### src/rtl/mccs_pkg.sv
`timescale 1ns / 1ps

package mccs_pkg;

   localparam int SLOTS_DEFAULT       = 4;
   localparam int QUEUE_DEPTH_DEFAULT = 2;

   localparam int COORD_W  = 14;
   localparam int SIZE_W   = 13;
   localparam int DIM_W    = 9;
   localparam int CHUNK_W  = 8;
   localparam int OFFSET_W = 24;
   localparam int TAG_W    = 16;

   localparam int REQ_TDATA_W = 32;
   localparam int RSP_TDATA_W = 48;

   localparam logic [SIZE_W-1:0] MAP_WIDTH_RESET     = 13'd256;
   localparam logic [SIZE_W-1:0] MAP_HEIGHT_RESET    = 13'd256;
   localparam logic [DIM_W-1:0]  CHUNK_DIM_RESET     = 9'd32;
   localparam logic [DIM_W-1:0]  CHUNKS_ACROSS_RESET = 9'd8;

   typedef enum logic [1:0] {
      CSR_MAP_WIDTH     = 2'd0,
      CSR_MAP_HEIGHT    = 2'd1,
      CSR_CHUNK_DIM     = 2'd2,
      CSR_CHUNKS_ACROSS = 2'd3
   } csr_index_type;

   typedef enum logic [1:0] {
      FUNC_LOOKUP      = 2'd0,
      FUNC_BUMP        = 2'd1,
      FUNC_BEGIN_FRAME = 2'd2,
      FUNC_CLEAR       = 2'd3
   } func_type;

   typedef enum logic [1:0] {
      ST_HIT     = 2'd0,
      ST_CLAIM   = 2'd1,
      ST_NO_SLOT = 2'd2,
      ST_DONE    = 2'd3
   } status_type;

   // One classified request as it waits between the front and the back.
   typedef struct packed {
      func_type              func;
      logic [CHUNK_W-1:0]    chunk_col;
      logic [CHUNK_W-1:0]    chunk_row;
      logic [OFFSET_W-1:0]   chunk_offset;
   } entry_type;

   typedef struct packed {
      status_type            status;
      logic [1:0]            slot;
      logic [CHUNK_W-1:0]    chunk_col;
      logic [CHUNK_W-1:0]    chunk_row;
      logic [OFFSET_W-1:0]   chunk_offset;
   } result_type;

endpackage

### src/rtl/mccs_front.sv
`timescale 1ns / 1ps

module mccs_front (
   input  logic                                clock,
   input  logic                                reset,
   input  logic                                req_valid,
   output logic                                req_ready,
   input  mccs_pkg::func_type                  req_func,
   input  logic signed [mccs_pkg::COORD_W-1:0] req_col,
   input  logic signed [mccs_pkg::COORD_W-1:0] req_row,
   input  logic                                csr_we,
   input  mccs_pkg::csr_index_type             csr_index,
   input  logic [mccs_pkg::SIZE_W-1:0]         csr_wdata,
   output logic                                push_valid,
   input  logic                                push_ready,
   output mccs_pkg::entry_type                 push_entry
);

   localparam int SW       = mccs_pkg::SIZE_W;
   localparam int DW       = mccs_pkg::DIM_W;
   localparam int CW       = mccs_pkg::CHUNK_W;
   localparam int IDX_W    = 2 * CW + 2;
   localparam int SQ_W     = 2 * DW;
   localparam int DIV_STEPS = SW;
   localparam int CNT_W    = $clog2(DIV_STEPS);

   typedef enum logic [2:0] {S_IDLE, S_WRAP, S_DIV, S_MUL1, S_MUL2, S_PUSH} state_type;

   state_type                          state_ff;
   mccs_pkg::func_type                 func_ff;
   logic signed [mccs_pkg::COORD_W-1:0] col_raw_ff, row_raw_ff;
   logic [SW-1:0]                      map_w_ff, map_h_ff;
   logic [DW-1:0]                      dim_cfg_ff, across_ff;
   logic [DW-1:0]                      dim_ff;
   logic [SW-1:0]                      quo_x_ff, quo_y_ff;
   logic [DW-1:0]                      rem_x_ff, rem_y_ff;
   logic [CNT_W-1:0]                   cnt_ff;
   logic [CW-1:0]                      ccol_ff, crow_ff;
   logic [SQ_W-1:0]                    dimsq_ff;
   logic [IDX_W-1:0]                   idx_ff;
   logic [mccs_pkg::OFFSET_W-1:0]      off_ff;

   logic [SW-1:0]  eff_w, eff_h, wrap_x, wrap_y;
   logic [DW:0]    trial_x, trial_y;
   logic           ge_x, ge_y;
   logic [DW-1:0]  rem_x_in, rem_y_in;
   logic [SW-1:0]  quo_x_in, quo_y_in;
   logic [CW-1:0]  ccol_sat, crow_sat;
   logic [IDX_W-2:0] row_mul;
   logic [mccs_pkg::OFFSET_W-1:0] off_full;

   // Wraps a coordinate once into [0, size) and clamps what is still outside.
   function automatic logic [SW-1:0] wrap_once(input logic signed [mccs_pkg::COORD_W-1:0] x,
                                                input logic [SW-1:0] size);
      logic signed [mccs_pkg::COORD_W:0] xs;
      logic signed [mccs_pkg::COORD_W:0] ws;
      logic signed [mccs_pkg::COORD_W:0] t;
      xs = {x[mccs_pkg::COORD_W-1], x};
      ws = $signed({2'b00, size});
      if (xs < 0) begin
         t = xs + ws;
      end else if (xs >= ws) begin
         t = xs - ws;
      end else begin
         t = xs;
      end
      if (t < 0) begin
         t = '0;
      end else if (t >= ws) begin
         t = ws - (mccs_pkg::COORD_W + 1)'(1);
      end
      return t[SW-1:0];
   endfunction

   always_comb begin
      eff_w = (map_w_ff == '0) ? SW'(1) : map_w_ff;
      eff_h = (map_h_ff == '0) ? SW'(1) : map_h_ff;
      wrap_x = wrap_once(col_raw_ff, eff_w);
      wrap_y = wrap_once(row_raw_ff, eff_h);

      // One restoring step for each coordinate; the dividend shifts out on the left
      // while quotient bits shift in on the right.
      trial_x  = {rem_x_ff, quo_x_ff[SW-1]};
      trial_y  = {rem_y_ff, quo_y_ff[SW-1]};
      ge_x     = trial_x >= {1'b0, dim_ff};
      ge_y     = trial_y >= {1'b0, dim_ff};
      rem_x_in = ge_x ? DW'(trial_x - {1'b0, dim_ff}) : trial_x[DW-1:0];
      rem_y_in = ge_y ? DW'(trial_y - {1'b0, dim_ff}) : trial_y[DW-1:0];
      quo_x_in = {quo_x_ff[SW-2:0], ge_x};
      quo_y_in = {quo_y_ff[SW-2:0], ge_y};

      ccol_sat = (|quo_x_ff[SW-1:CW]) ? {CW{1'b1}} : quo_x_ff[CW-1:0];
      crow_sat = (|quo_y_ff[SW-1:CW]) ? {CW{1'b1}} : quo_y_ff[CW-1:0];
      row_mul  = (IDX_W-1)'(crow_sat) * (IDX_W-1)'(across_ff);
      off_full = mccs_pkg::OFFSET_W'(dimsq_ff) * mccs_pkg::OFFSET_W'(idx_ff);
   end

   always_ff @(posedge clock) begin
      if (reset) begin
         state_ff   <= S_IDLE;
         map_w_ff   <= mccs_pkg::MAP_WIDTH_RESET;
         map_h_ff   <= mccs_pkg::MAP_HEIGHT_RESET;
         dim_cfg_ff <= mccs_pkg::CHUNK_DIM_RESET;
         across_ff  <= mccs_pkg::CHUNKS_ACROSS_RESET;
      end else begin
         if (csr_we) begin
            unique case (csr_index)
               mccs_pkg::CSR_MAP_WIDTH:     map_w_ff   <= csr_wdata;
               mccs_pkg::CSR_MAP_HEIGHT:    map_h_ff   <= csr_wdata;
               mccs_pkg::CSR_CHUNK_DIM:     dim_cfg_ff <= csr_wdata[DW-1:0];
               mccs_pkg::CSR_CHUNKS_ACROSS: across_ff  <= csr_wdata[DW-1:0];
               default: ;
            endcase
         end
         unique case (state_ff)
            S_IDLE: begin
               if (req_valid) begin
                  func_ff    <= req_func;
                  col_raw_ff <= req_col;
                  row_raw_ff <= req_row;
                  dim_ff     <= (dim_cfg_ff == '0) ? DW'(1) : dim_cfg_ff;
                  if (req_func == mccs_pkg::FUNC_BEGIN_FRAME ||
                      req_func == mccs_pkg::FUNC_CLEAR) begin
                     ccol_ff  <= '0;
                     crow_ff  <= '0;
                     off_ff   <= '0;
                     state_ff <= S_PUSH;
                  end else begin
                     state_ff <= S_WRAP;
                  end
               end
            end
            S_WRAP: begin
               quo_x_ff <= wrap_x;
               quo_y_ff <= wrap_y;
               rem_x_ff <= '0;
               rem_y_ff <= '0;
               cnt_ff   <= '0;
               state_ff <= S_DIV;
            end
            S_DIV: begin
               quo_x_ff <= quo_x_in;
               quo_y_ff <= quo_y_in;
               rem_x_ff <= rem_x_in;
               rem_y_ff <= rem_y_in;
               cnt_ff   <= cnt_ff + CNT_W'(1);
               if (cnt_ff == CNT_W'(DIV_STEPS - 1)) begin
                  state_ff <= S_MUL1;
               end
            end
            S_MUL1: begin
               ccol_ff  <= ccol_sat;
               crow_ff  <= crow_sat;
               dimsq_ff <= SQ_W'(dim_ff) * SQ_W'(dim_ff);
               idx_ff   <= IDX_W'(row_mul) + IDX_W'(ccol_sat);
               state_ff <= S_MUL2;
            end
            S_MUL2: begin
               off_ff   <= off_full;
               state_ff <= S_PUSH;
            end
            S_PUSH: begin
               if (push_ready) begin
                  state_ff <= S_IDLE;
               end
            end
            default: state_ff <= S_IDLE;
         endcase
      end
   end

   assign req_ready               = (state_ff == S_IDLE);
   assign push_valid              = (state_ff == S_PUSH);
   assign push_entry.func         = func_ff;
   assign push_entry.chunk_col    = ccol_ff;
   assign push_entry.chunk_row    = crow_ff;
   assign push_entry.chunk_offset = off_ff;

   // Restoring division keeps each partial remainder below the divisor.
   a_rem_below_dim: assert property (@(posedge clock) disable iff (reset)
      state_ff == S_DIV |-> (rem_x_ff < dim_ff) && (rem_y_ff < dim_ff))
      else $error("divider remainder reached the divisor");

   // The step counter runs its full length before the multiply starts.
   a_div_length: assert property (@(posedge clock) disable iff (reset)
      state_ff == S_MUL1 |-> $past(cnt_ff) == CNT_W'(DIV_STEPS - 1))
      else $error("divider left early");

endmodule

### src/rtl/mccs_queue.sv
`timescale 1ns / 1ps

module mccs_queue #(
   parameter int DEPTH = mccs_pkg::QUEUE_DEPTH_DEFAULT
) (
   input  logic                clock,
   input  logic                reset,
   input  logic                push_valid,
   output logic                push_ready,
   input  mccs_pkg::entry_type push_entry,
   output logic                pop_valid,
   input  logic                pop_ready,
   output mccs_pkg::entry_type pop_entry
);

   localparam int AW = (DEPTH > 1) ? $clog2(DEPTH) : 1;
   localparam int CW = $clog2(DEPTH + 1);

   mccs_pkg::entry_type mem_ff [DEPTH];
   logic [AW-1:0]       wr_ptr_ff, rd_ptr_ff;
   logic [CW-1:0]       count_ff;
   logic                push_fire, pop_fire;

   assign push_ready = (count_ff != CW'(DEPTH));
   assign pop_valid  = (count_ff != '0);
   assign push_fire  = push_valid && push_ready;
   assign pop_fire   = pop_valid && pop_ready;
   assign pop_entry  = mem_ff[rd_ptr_ff];

   always_ff @(posedge clock) begin
      if (push_fire) begin
         mem_ff[wr_ptr_ff] <= push_entry;
      end
   end

   always_ff @(posedge clock) begin
      if (reset) begin
         wr_ptr_ff <= '0;
         rd_ptr_ff <= '0;
         count_ff  <= '0;
      end else begin
         if (push_fire) begin
            wr_ptr_ff <= (wr_ptr_ff == AW'(DEPTH - 1)) ? '0 : wr_ptr_ff + AW'(1);
         end
         if (pop_fire) begin
            rd_ptr_ff <= (rd_ptr_ff == AW'(DEPTH - 1)) ? '0 : rd_ptr_ff + AW'(1);
         end
         if (push_fire && !pop_fire) begin
            count_ff <= count_ff + CW'(1);
         end else if (pop_fire && !push_fire) begin
            count_ff <= count_ff - CW'(1);
         end
      end
   end

   a_count_bound: assert property (@(posedge clock) disable iff (reset)
      count_ff <= CW'(DEPTH))
      else $error("queue fill count above depth");

   a_pop_drains: assert property (@(posedge clock) disable iff (reset)
      pop_fire && !push_fire |=> count_ff == $past(count_ff) - CW'(1))
      else $error("queue count did not drop on a pop");

endmodule

### src/rtl/mccs_back.sv
`timescale 1ns / 1ps

module mccs_back #(
   parameter int SLOTS = mccs_pkg::SLOTS_DEFAULT
) (
   input  logic                 clock,
   input  logic                 reset,
   input  logic                 pop_valid,
   output logic                 pop_ready,
   input  mccs_pkg::entry_type  pop_entry,
   output logic                 rsp_valid,
   input  logic                 rsp_ready,
   output mccs_pkg::result_type rsp_result
);

   localparam int SW = (SLOTS > 1) ? $clog2(SLOTS) : 1;

   logic [mccs_pkg::TAG_W-1:0] tag_ff [SLOTS];
   logic [SLOTS-1:0]           valid_ff, pinned_ff;
   logic                       rsp_valid_ff;
   mccs_pkg::status_type       status_ff;
   logic [SW-1:0]              slot_ff;
   logic [mccs_pkg::CHUNK_W-1:0]  ccol_ff, crow_ff;
   logic [mccs_pkg::OFFSET_W-1:0] off_ff;

   logic [mccs_pkg::TAG_W-1:0] tag;
   logic                       hit_found, empty_found, free_found;
   logic [SW-1:0]              hit_idx, empty_idx, free_idx;
   logic                       found, claim;
   logic [SW-1:0]              sel_idx;
   mccs_pkg::status_type       status;
   logic                       pop_fire;
   logic [SW+1:0]              slot_ext;

   assign pop_ready = !rsp_valid_ff || rsp_ready;
   assign pop_fire  = pop_valid && pop_ready;
   assign tag       = {pop_entry.chunk_col, pop_entry.chunk_row};

   // Priority search: the lowest matching slot wins, so scan from the top down.
   always_comb begin
      hit_found   = 1'b0;
      empty_found = 1'b0;
      free_found  = 1'b0;
      hit_idx     = '0;
      empty_idx   = '0;
      free_idx    = '0;
      for (int i = SLOTS - 1; i >= 0; i--) begin
         if (valid_ff[i] && tag_ff[i] == tag) begin
            hit_found = 1'b1;
            hit_idx   = SW'(i);
         end
         if (!valid_ff[i]) begin
            empty_found = 1'b1;
            empty_idx   = SW'(i);
         end
         if (!pinned_ff[i]) begin
            free_found = 1'b1;
            free_idx   = SW'(i);
         end
      end
   end

   always_comb begin
      found   = 1'b0;
      claim   = 1'b0;
      sel_idx = '0;
      status  = mccs_pkg::ST_NO_SLOT;
      unique case (pop_entry.func)
         mccs_pkg::FUNC_LOOKUP: begin
            if (hit_found) begin
               found   = 1'b1;
               sel_idx = hit_idx;
               status  = mccs_pkg::ST_HIT;
            end else if (empty_found) begin
               found   = 1'b1;
               claim   = 1'b1;
               sel_idx = empty_idx;
               status  = mccs_pkg::ST_CLAIM;
            end
         end
         mccs_pkg::FUNC_BUMP: begin
            if (free_found) begin
               found   = 1'b1;
               claim   = 1'b1;
               sel_idx = free_idx;
               status  = mccs_pkg::ST_CLAIM;
            end
         end
         default: status = mccs_pkg::ST_DONE;
      endcase
   end

   always_ff @(posedge clock) begin
      if (pop_fire && claim) begin
         tag_ff[sel_idx] <= tag;
      end
   end

   always_ff @(posedge clock) begin
      if (reset) begin
         valid_ff     <= '0;
         pinned_ff    <= '0;
         rsp_valid_ff <= 1'b0;
      end else begin
         if (pop_fire) begin
            rsp_valid_ff <= 1'b1;
            if (pop_entry.func == mccs_pkg::FUNC_BEGIN_FRAME) begin
               pinned_ff <= '0;
            end else if (pop_entry.func == mccs_pkg::FUNC_CLEAR) begin
               valid_ff <= '0;
            end else if (found) begin
               pinned_ff[sel_idx] <= 1'b1;
               if (claim) begin
                  valid_ff[sel_idx] <= 1'b1;
               end
            end
         end else if (rsp_ready) begin
            rsp_valid_ff <= 1'b0;
         end
      end
   end

   always_ff @(posedge clock) begin
      if (pop_fire) begin
         status_ff <= status;
         slot_ff   <= sel_idx;
         ccol_ff   <= pop_entry.chunk_col;
         crow_ff   <= pop_entry.chunk_row;
         off_ff    <= pop_entry.chunk_offset;
      end
   end

   assign slot_ext                = {2'b00, slot_ff};
   assign rsp_valid               = rsp_valid_ff;
   assign rsp_result.status       = status_ff;
   assign rsp_result.slot         = slot_ext[1:0];
   assign rsp_result.chunk_col    = ccol_ff;
   assign rsp_result.chunk_row    = crow_ff;
   assign rsp_result.chunk_offset = off_ff;

   // A slot reported as hit or claimed is live and pinned until the result leaves.
   a_slot_live: assert property (@(posedge clock) disable iff (reset)
      rsp_valid_ff && (status_ff == mccs_pkg::ST_HIT || status_ff == mccs_pkg::ST_CLAIM)
      |-> valid_ff[slot_ff] && pinned_ff[slot_ff])
      else $error("reported slot is not valid and pinned");

   // A lookup never reports a miss while an empty slot was available.
   a_no_false_miss: assert property (@(posedge clock) disable iff (reset)
      pop_fire && pop_entry.func == mccs_pkg::FUNC_LOOKUP && empty_found
      |=> status_ff != mccs_pkg::ST_NO_SLOT)
      else $error("lookup failed with an empty slot");

endmodule

### src/rtl/map_chunk_slot_cache_top.sv
`timescale 1ns / 1ps
// Channel  Direction  Handshake              Payload
// req      in         req_tvalid/req_tready  tuser: func; tdata: tile_col, tile_row
// rsp      out        rsp_tvalid/rsp_tready  tuser: status; tdata: slot, col, row, offset
// csr      in         csr_we                 csr_index, csr_wdata (write only)
//
// A lookup or bump passes through the front as accept, wrap, 13 steps of the
// restoring divider, two multiply stages and the queue transfer; control items skip to it.
// The back resolves one queued item per cycle into the output register unless rsp stalls.
// Reset is synchronous and active high; cache state is valid-bit tracked, no clearing pass.
// A two-entry queue and the output register let a stalled rsp side back up without loss.

module map_chunk_slot_cache_top #(
   parameter int SLOTS       = mccs_pkg::SLOTS_DEFAULT,
   parameter int QUEUE_DEPTH = mccs_pkg::QUEUE_DEPTH_DEFAULT
) (
   input  logic                               clock,
   input  logic                               reset,
   input  logic                               req_tvalid,
   output logic                               req_tready,
   // [13:0] tile_col, [27:14] tile_row, [31:28] zero
   input  logic [mccs_pkg::REQ_TDATA_W-1:0]   req_tdata,
   // [1:0] func
   input  logic [1:0]                         req_tuser,
   output logic                               rsp_tvalid,
   input  logic                               rsp_tready,
   // [1:0] slot, [9:2] chunk_col, [17:10] chunk_row, [41:18] chunk_offset, [47:42] zero
   output logic [mccs_pkg::RSP_TDATA_W-1:0]   rsp_tdata,
   // [1:0] status
   output logic [1:0]                         rsp_tuser,
   input  logic                               csr_we,
   input  logic [1:0]                         csr_index,
   input  logic [mccs_pkg::SIZE_W-1:0]        csr_wdata
);

   localparam int RSP_USED = 2 + 2 * mccs_pkg::CHUNK_W + mccs_pkg::OFFSET_W;

   logic                 push_valid, push_ready;
   mccs_pkg::entry_type  push_entry;
   logic                 pop_valid, pop_ready;
   mccs_pkg::entry_type  pop_entry;
   mccs_pkg::result_type result;

   mccs_front u_front (
      .clock      (clock),
      .reset      (reset),
      .req_valid  (req_tvalid),
      .req_ready  (req_tready),
      .req_func   (mccs_pkg::func_type'(req_tuser)),
      .req_col    ($signed(req_tdata[mccs_pkg::COORD_W-1:0])),
      .req_row    ($signed(req_tdata[2*mccs_pkg::COORD_W-1:mccs_pkg::COORD_W])),
      .csr_we     (csr_we),
      .csr_index  (mccs_pkg::csr_index_type'(csr_index)),
      .csr_wdata  (csr_wdata),
      .push_valid (push_valid),
      .push_ready (push_ready),
      .push_entry (push_entry)
   );

   mccs_queue #(
      .DEPTH (QUEUE_DEPTH)
   ) u_queue (
      .clock      (clock),
      .reset      (reset),
      .push_valid (push_valid),
      .push_ready (push_ready),
      .push_entry (push_entry),
      .pop_valid  (pop_valid),
      .pop_ready  (pop_ready),
      .pop_entry  (pop_entry)
   );

   mccs_back #(
      .SLOTS (SLOTS)
   ) u_back (
      .clock      (clock),
      .reset      (reset),
      .pop_valid  (pop_valid),
      .pop_ready  (pop_ready),
      .pop_entry  (pop_entry),
      .rsp_valid  (rsp_tvalid),
      .rsp_ready  (rsp_tready),
      .rsp_result (result)
   );

   assign rsp_tuser = result.status;
   assign rsp_tdata = {{(mccs_pkg::RSP_TDATA_W - RSP_USED){1'b0}},
                       result.chunk_offset, result.chunk_row, result.chunk_col, result.slot};

endmodule
### config.mk
export PLATFORM = sky130hd
export DESIGN_NAME = map_chunk_slot_cache_top
export DESIGN_NICKNAME = d
export VERILOG_FILES = /design/src/rtl/mccs_pkg.sv /design/src/rtl/mccs_front.sv /design/src/rtl/mccs_queue.sv /design/src/rtl/mccs_back.sv /design/src/rtl/map_chunk_slot_cache_top.sv
export SDC_FILE = /design/constraint.sdc
export NUM_CORES = 2
export LEC_CHECK = 0
export BUFFER_PORTS_ARGS = -buffer_cell sky130_fd_sc_hd__buf_2
export CAP_MARGIN = 40
export CORE_MARGIN = 5
export CORE_UTILIZATION = 25
export CTS_CLUSTER_SIZE = 28
export DETAILED_ROUTE_END_ITERATION = 10
export HOLD_SLACK_MARGIN = 0.05
export PLACE_DENSITY_LB_ADDON = 0.12
export SLEW_MARGIN = 20
export SYNTH_ARGS = -nofsm -noshare
export SYNTH_HDL_FRONTEND = slang
export SYNTH_SLANG_ARGS = --single-unit
### constraint.sdc
create_clock -name clock -period 19.77 [get_ports clock]
set_clock_uncertainty 0.2 [all_clocks]
set_input_delay 4.9425 -clock clock [delete_from_list [all_inputs] [get_ports clock]]
set_output_delay 4.9425 -clock clock [all_outputs]
set_load 0.005 [all_outputs]
Word level (Yosys, flattened, before mapping)
Memories as Yosys holds them, arrays and structs flattened. A register that Yosys moved wholly into a read port is not among the register bits.
Index checks and enable logic that the tools add are counted.
{ "totals": {"ff_bits": 267, "latchBits": 0, "mem_bits_rw": 148, "mem_bits_ro": 0, "inputBits": 54, "output_inout_bits": 52, "word_cells": 222, "mem_count": 2} }
{ "memory_table": {"columns": ["name", "depth", "word_bits", "read_ports", "rd_ports_with_merged_regs", "wr", "line_no", "text"], "rows": [
  ["u_queue.mem_ff", 2, 42, 1, 1, 1, "mccs_queue.sv:19", "mccs_pkg::entry_type mem_ff [DEPTH];"],
  ["u_back.tag_ff", 4, 16, 4, 0, 1, "mccs_back.sv:18", "logic [mccs_pkg::TAG_W-1:0] tag_ff [SLOTS];"]
]} }
{ "op_classes": {"n_addsub": 14, "n_mul": 3, "n_div": 0, "n_lt_le_gt_ge": 12, "eq_ne": 24, "shifts": 0, "n_mux": 89, "bitwise": 4, "n_reduce_logical": 44} }
{ "op_table": {"columns": ["op", "n"], "rows": [
  ["13-bit two-way mux", 6],
  ["16-bit equality test", 4],
  ["15-bit two-way mux", 4],
  ["13-bit case mux with 2 select lines", 2],
  ["24-bit two-way mux", 2],
  ["24-bit case mux with 2 select lines", 1],
  ["2-bit two-way mux", 20],
  ["9-bit case mux with 2 select lines", 2],
  ["8-bit two-way mux", 4],
  ["8-bit case mux with 2 select lines", 2],
  ["14-bit by 14-bit adder with 15-bit output", 2],
  ["15-bit by 14-bit greater-or-equal comparator with 1-bit output", 2],
  ["15-bit by 1-bit < comparator with 1-bit output (second input constant)", 2],
  ["14-bit by 14-bit subtractor with 15-bit output", 2],
  ["14-bit greater-or-equal comparator", 2],
  ["14-bit by 1-bit < comparator with 1-bit output (second input constant)", 2],
  ["1-bit two-way mux", 27],
  ["13-bit zero test", 2],
  ["13-bit by 1-bit subtractor with 13-bit output (second input constant)", 2],
  ["18-bit by 18-bit multiplier with 24-bit output", 1],
  ["4-bit two-way mux", 6],
  ["10-bit by 9-bit greater-or-equal comparator with 1-bit output", 2],
  ["17-bit by 8-bit adder with 18-bit output", 1],
  ["9-bit by 9-bit multiplier with 18-bit output", 1],
  ["other kinds (36)", 89]
]} }

Longest topological paths before layout
An unclocked memory read counts as a cell.
{ "logic_depth": {"ltp_word": 17, "mapped_depth": 26, "mapped_depth_nobuf": 25} }

Hierarchy
A second synthesis with hierarchy kept.
{ "unflattened": {"cells_unflattened": 3229, "hier_area_um2": 32871.5} }
{ "modules_own_cells": {"columns": ["module", "n_inst", "cells_each", "area_per_inst_um2", "seq_area_each_um2"], "rows": [
  ["mccs_front", 1, 2794, 25037.8, 5805.6],
  ["mccs_back", 1, 273, 4541.9, 3423.3],
  ["mccs_queue", 1, 155, 3243.1, 2622.5],
  ["map_chunk_slot_cache_top", 1, 7, 48.8, 0.0]
]} }

Least setup slack after synthesis
OpenSTA, ideal clock, no wires.
{ "synth_timing": {"path_type": "input to register", "start": "in reset", "end": "reg u_front.cnt_ff[0] (enable)", "setup_ns": 0.513, "arrival_time_ns": 8.621, "required_time_ns": 19.057, "slack_ns": 10.437, "stages": 3, "path_buffers": 2, "path_cell_list": "clkbuf_1 -> clkbuf_1 -> nor3_1"} }
{ "synth_via": {"elab_chain_len": 2} }
{ "synth_rtl": {"columns": ["item", "line_no", "text"], "rows": [
  ["start: declaration", "map_chunk_slot_cache_top.sv:18", "input logic reset,"],
  ["1-bit NOT (no line)", null, null],
  ["2-bit AND reduction (no line)", null, null],
  ["end signal: assignment", "mccs_front.sv:146", "cnt_ff <= cnt_ff + CNT_W'(1);"],
  ["end: declaration", "mccs_front.sv:37", "logic [CNT_W-1:0] cnt_ff;"]
]} }
No other way between the ends.
A chain may end at the register's enable or synchronous reset.

Worst setup path after layout
{ "layout_timing": {"start": "reg u_front.map_h_ff[4]", "end": "reg u_front.quo_y_ff[9] (data pin)"} }
{ "layout_via": {"elab_chain_len": 9, "word_cells_on_any_way": 13, "cone_classes": "3 x add/sub; 3 x order compare; 6 x mux; 1 x reduce/logical"} }
{ "layout_rtl": {"columns": ["item", "line_no", "text"], "rows": [
  ["start: declaration", "mccs_front.sv:32", "logic [SW-1:0] map_w_ff, map_h_ff;"],
  ["start signal: assignment", "mccs_front.sv:102", "map_h_ff <= mccs_pkg::MAP_HEIGHT_RESET;"],
  ["start signal: assignment", "mccs_front.sv:109", "mccs_pkg::CSR_MAP_HEIGHT: map_h_ff <= csr_wdata;"],
  ["13-bit zero test", "mccs_front.sv:77", "eff_h = (map_h_ff == '0) ? SW'(1) : map_h_ff;"],
  ["13-bit two-way mux (*)", "mccs_front.sv:77", null],
  ["14-bit by 14-bit subtractor with 15-bit output / 14-bit greater-or-equal comparator (equally long branches)", "mccs_front.sv:63, mccs_front.sv:62", null],
  ["15-bit two-way mux", "mccs_front.sv:62", "end else if (xs >= ws) begin"],
  ["15-bit two-way mux", "mccs_front.sv:60", "if (xs < 0) begin"],
  ["15-bit by 14-bit greater-or-equal comparator with 1-bit output", "mccs_front.sv:69", "end else if (t >= ws) begin"],
  ["13-bit two-way mux", "mccs_front.sv:69", null],
  ["13-bit two-way mux (*)", "mccs_front.sv:67", "if (t < 0) begin"],
  ["13-bit case mux with 2 select lines (*)", "mccs_front.sv:115", "unique case (state_ff)"],
  ["end signal: assignment", "mccs_front.sv:135", "quo_y_ff <= wrap_y;"],
  ["end signal: assignment", "mccs_front.sv:143", "quo_y_ff <= quo_y_in;"],
  ["end: declaration", "mccs_front.sv:35", "logic [SW-1:0] quo_x_ff, quo_y_ff;"]
]} }
Every way passes the cells marked *; elsewhere a longest branch is shown, timed or not.

==> impl_metrics.tcl <==
set metrics [dict create \
    async_flop_share_pct 0 \
    die_w_um 371 \
    antenna_found_initial 0 \
    nets 3830 \
    synth-seq-area-share_pct 36.3 \
    p_clk_share_pct 25.8 \
    final_max_slew_viol_count 0 \
    rsz0062_at_grt "false" \
    fp.dieH_um 371 \
    cts.sinks 415 \
    antennaDiodeCount 0 \
    fin_tns_setup_ns 0 \
    synth_area_per_cell_sq_um 10.2 \
    area_growth_pct 12.7 \
    io_pins 106 \
    dieArea_sq_mm 0.138 \
    grtUsageMet3_pct 1.43 \
    drc 0 \
    root_buffer "clkbuf_16" \
    crit_type "reg -> reg" \
    ant_nets 0 \
    wl_per_cell_um 17.3 \
    critPathMaxStageDelay_ns 0.72 \
    syn_inst 3208 \
    placed_cell_area_sq_mm 0.0350 \
    grt.total_usage_pct 12.8 \
    min_period_over_period_pct 39.9 \
    drt_iter0_markers 1065 \
    firstDrtPassIters 5 \
    r2r_start "u_front.map_h_ff[4]" \
    p_leak_nw 15.0 \
    wirelength_um 86900 \
    layout-drive-gt1-share_pct 8.23 \
    p_seq_share_pct 32.0 \
    cts.repair.resized 0 \
    fmax_mhz 127 \
    crit_required_ns 19.96 \
    maxSlewHeadroom_pct 41.0 \
    use_met2_pct 21.6 \
    path_cells "or3_1 -> or4_1 -> nor4_1 -> buf_4 -> a41oi_1 -> inv_1 -> ha_1 -> inv_1 -> fa_1 -> a211oi_1 -> o211ai_1 -> a21oi_1 -> o311ai_0 -> a22oi_1 -> ha_1 -> a21o_1 -> a21o_1 -> a21o_1 -> a221o_1 -> a2111oi_0 -> nand3_1 -> or3_1 -> a32o_1" \
    crit_path_start "u_front.map_h_ff[4]" \
    synth_cell_types 83 \
    insertion_delay_ns 0.64 \
    yosysWarnings 0 \
    grt_pass1_vias 23500 \
    fin_cells 5036 \
    grt_pass1_wl_um 138000 \
    r2r_slack_ns 11.88 \
    rows 132 \
    worstPathMaxFanout 17 \
    cts_buffers 51 \
    power_frac_comb_pct 42.2 \
    setup_violations 0 \
    reg2reg_depth 23 \
    grt_max_degree 62 \
    ir_drop_mv 0.0775 \
    vias 22000 \
    period_minus_slack_ns 7.89 \
    use_met1_pct 17.7 \
    cp_common_cell "a21o_1" \
    cp-start-kind "flip-flop" \
    initial_utilization_pct 25.2 \
    critPathCaptureType "flip-flop" \
    portBuffers 95 \
    htreeDepth 2 \
    overflow 0 \
    vias_per_cell 4.37 \
    hold_path_class "reg -> reg" \
    arrival_ns 8.09 \
    synth_seq_cells 415 \
    ys.flop_type "edfxtp_1" \
    nFillCells 13700 \
    synth_edf_count 354 \
    stdcell_area_sq_mm 0.0368 \
    cts_hold_buf 0 \
    tightest_slew_ns 0.885 \
    busiest_layer "met2" \
    run_status "complete, no violations" \
    cts_tree "done" \
    place_congestion 0.788 \
    dp_hpwl_um 66200 \
    cts_buffer_depth 3 \
    intPower_w 0.00227 \
    switchingPower_w 0.00134 \
    core_area_sq_mm 0.130 \
    p_total_w 0.00361 \
    syn_area_sq_mm 0.0326 \
    regToRegEndpoint "u_front.quo_y_ff[9]" \
    power_density_mw_per_mm2 98.4 \
    hold_violations 0 \
    switching_share_pct 37.1 \
    dpl.cell_count 4939 \
    post_cts_buffers 0 \
    slowest_stage "nand3_1" \
    cap_violations 0 \
    endpoint "u_front.quo_y_ff[9]" \
    cts.clk_slew.worst_paths_ns 0.06 \
]
[worst min-delay path by stage]
stage	slack [ns]	end	start	cells past startpoint
global route	0.25	u_queue.mem_ff[1][11]	u_front.off_ff[11]	0
detailed placement	0.23	u_queue.mem_ff[1][11]	u_front.off_ff[11]	0
CTS	0.24	u_queue.mem_ff[0][31]	u_front.crow_ff[7]	0
floorplan	0.22	u_queue.mem_ff[0][0]	u_front.off_ff[0]	0
global placement	0.22	u_queue.mem_ff[0][18]	u_front.off_ff[18]	0
finish	0.24	u_queue.mem_ff[1][11]	u_front.off_ff[11]	0
[flip-flops by register name, indices dropped and copies added, names as in the netlist, 13 cells and up, named ones only]
name / cells
u_front.map_w_ff: 13
u_front.quo_y_ff: 13
u_queue.mem_ff: 84
u_front.quo_x_ff: 13
u_front.row_raw_ff: 14
u_front.off_ff: 24
u_back.off_ff: 24
u_front.map_h_ff: 13
u_back.tag_ff: 64
u_front.idx_ff: 18
u_front.col_raw_ff: 14
u_front.dimsq_ff: 17
[routing by layer]
layer  up-vias  wire (um)
met5         -          0
met4         0       1430
met3        76       2340
met2       244      40700
met1     10900      42400
li1      10800          -
[cells in the mapped netlist, types with 25 or more instances]
cell type / count / area, sq um
edfxtp_1: 354 / 10600
clkbuf_1: 126 / 473
nand2_1: 419 / 1570
xor2_1: 28 / 245
a21o_1: 32 / 240
and2_1: 117 / 732
xnor2_1: 145 / 1270
nor2_1: 163 / 612
nor3_1: 40 / 200
nand4_1: 25 / 156
nand3_1: 44 / 220
or3_1: 32 / 200
o21ai_0: 79 / 395
a21oi_1: 122 / 611
dfxtp_1: 61 / 1220
ha_1: 252 / 3150
mux2_2: 28 / 315
fa_1: 270 / 5410
nor2b_1: 32 / 200
nor4_1: 29 / 181
inv_1: 446 / 1670
mux2i_1: 37 / 370
[cells in the final DEF (no fill, tap or decap), drive strengths merged, types with 10 or more instances in the layout]
master,count
nor4,29
or3,32
a21o,32
mux2,29
xor2,28
nand4,25
and3,20
a21boi,10
mux2i,39
o31ai,21
o211ai,16
ha,252
o21bai,14
clkinv,20
nor2b,33
conb,11
dfxtp,61
edfxtp,354
a21oi,122
o21a,23
nor3,40
a31oi,12
a2111oi,13
o21ai,81
nand2b,20
and2,117
nand2,419
nor2,164
xnor2,145
clkbuf,69
inv,449
nand3b,13
fa,270
buf,133
nand3,44
a211oi,23
[logic make-up (layout without fill, tap and decap cells)]
logic type / Yosys count / count (layout) / share of synthesized area (%)
buffers and inverters: 598 / 675 / 7.03
xor gates and xnor gates: 173 / 173 / 4.64
DFF: 415 / 415 / 36.3
adders and majority gates: 522 / 522 / 26.2
muxes: 68 / 68 / 2.23
other: 2 / 11 / 0.0230
AOI/OAI and AO/OA: 447 / 447 / 9.24
and+or+nand+nor: 983 / 983 / 14.3
[worst max-delay path, delay by kind of cell, from the launching register on]
| family | cells | cell delay [ns] |
|---|---|---|
| AO/OA/AOI/OAI | 12 | 3.29 |
| adder cells (fa/ha/maj) | 3 | 0.94 |
| buffers and inverters | 3 | 0.44 |
| flip-flops | 1 | 0.37 |
| AND/OR/NAND/NOR | 5 | 2.40 |
[per-stage QoR]
step,worst slack (ns),hold WS [ns],util [%]
CTS,11.76,0.243,28.3
detailed placement,11.82,0.229,27.0
global placement,11.73,0.223,27.0
floorplan,10.44,0.221,-
global route,11.31,0.254,28.3
finish,11.88,0.242,28.3
[power groups by stage]
stage                     combinational, W  sequential, W  clock (W)
final                              0.00153        0.00116   0.000934
after floorplan                    0.00112        0.00116          0
after detailed placement           0.00155        0.00118          0
after CTS                          0.00156        0.00116   0.000976
after global placement             0.00156        0.00118          0
after global routing               0.00174        0.00117    0.00101
[cell type report]
type | count | area (sq um) | share of cell area [%]
tap | 1742 | 2180 | 5.93
clock inverter | 25 | 224 | 0.609
sequential | 415 | 11900 | 32.3
clock buffer | 68 | 1460 | 3.96
inverter | 448 | 1680 | 4.58
multi-input combinational | 2204 | 18500 | 50.5
timing repair buffer | 134 | 816 | 2.22
Note: power is estimated with default switching activity, not from simulation.
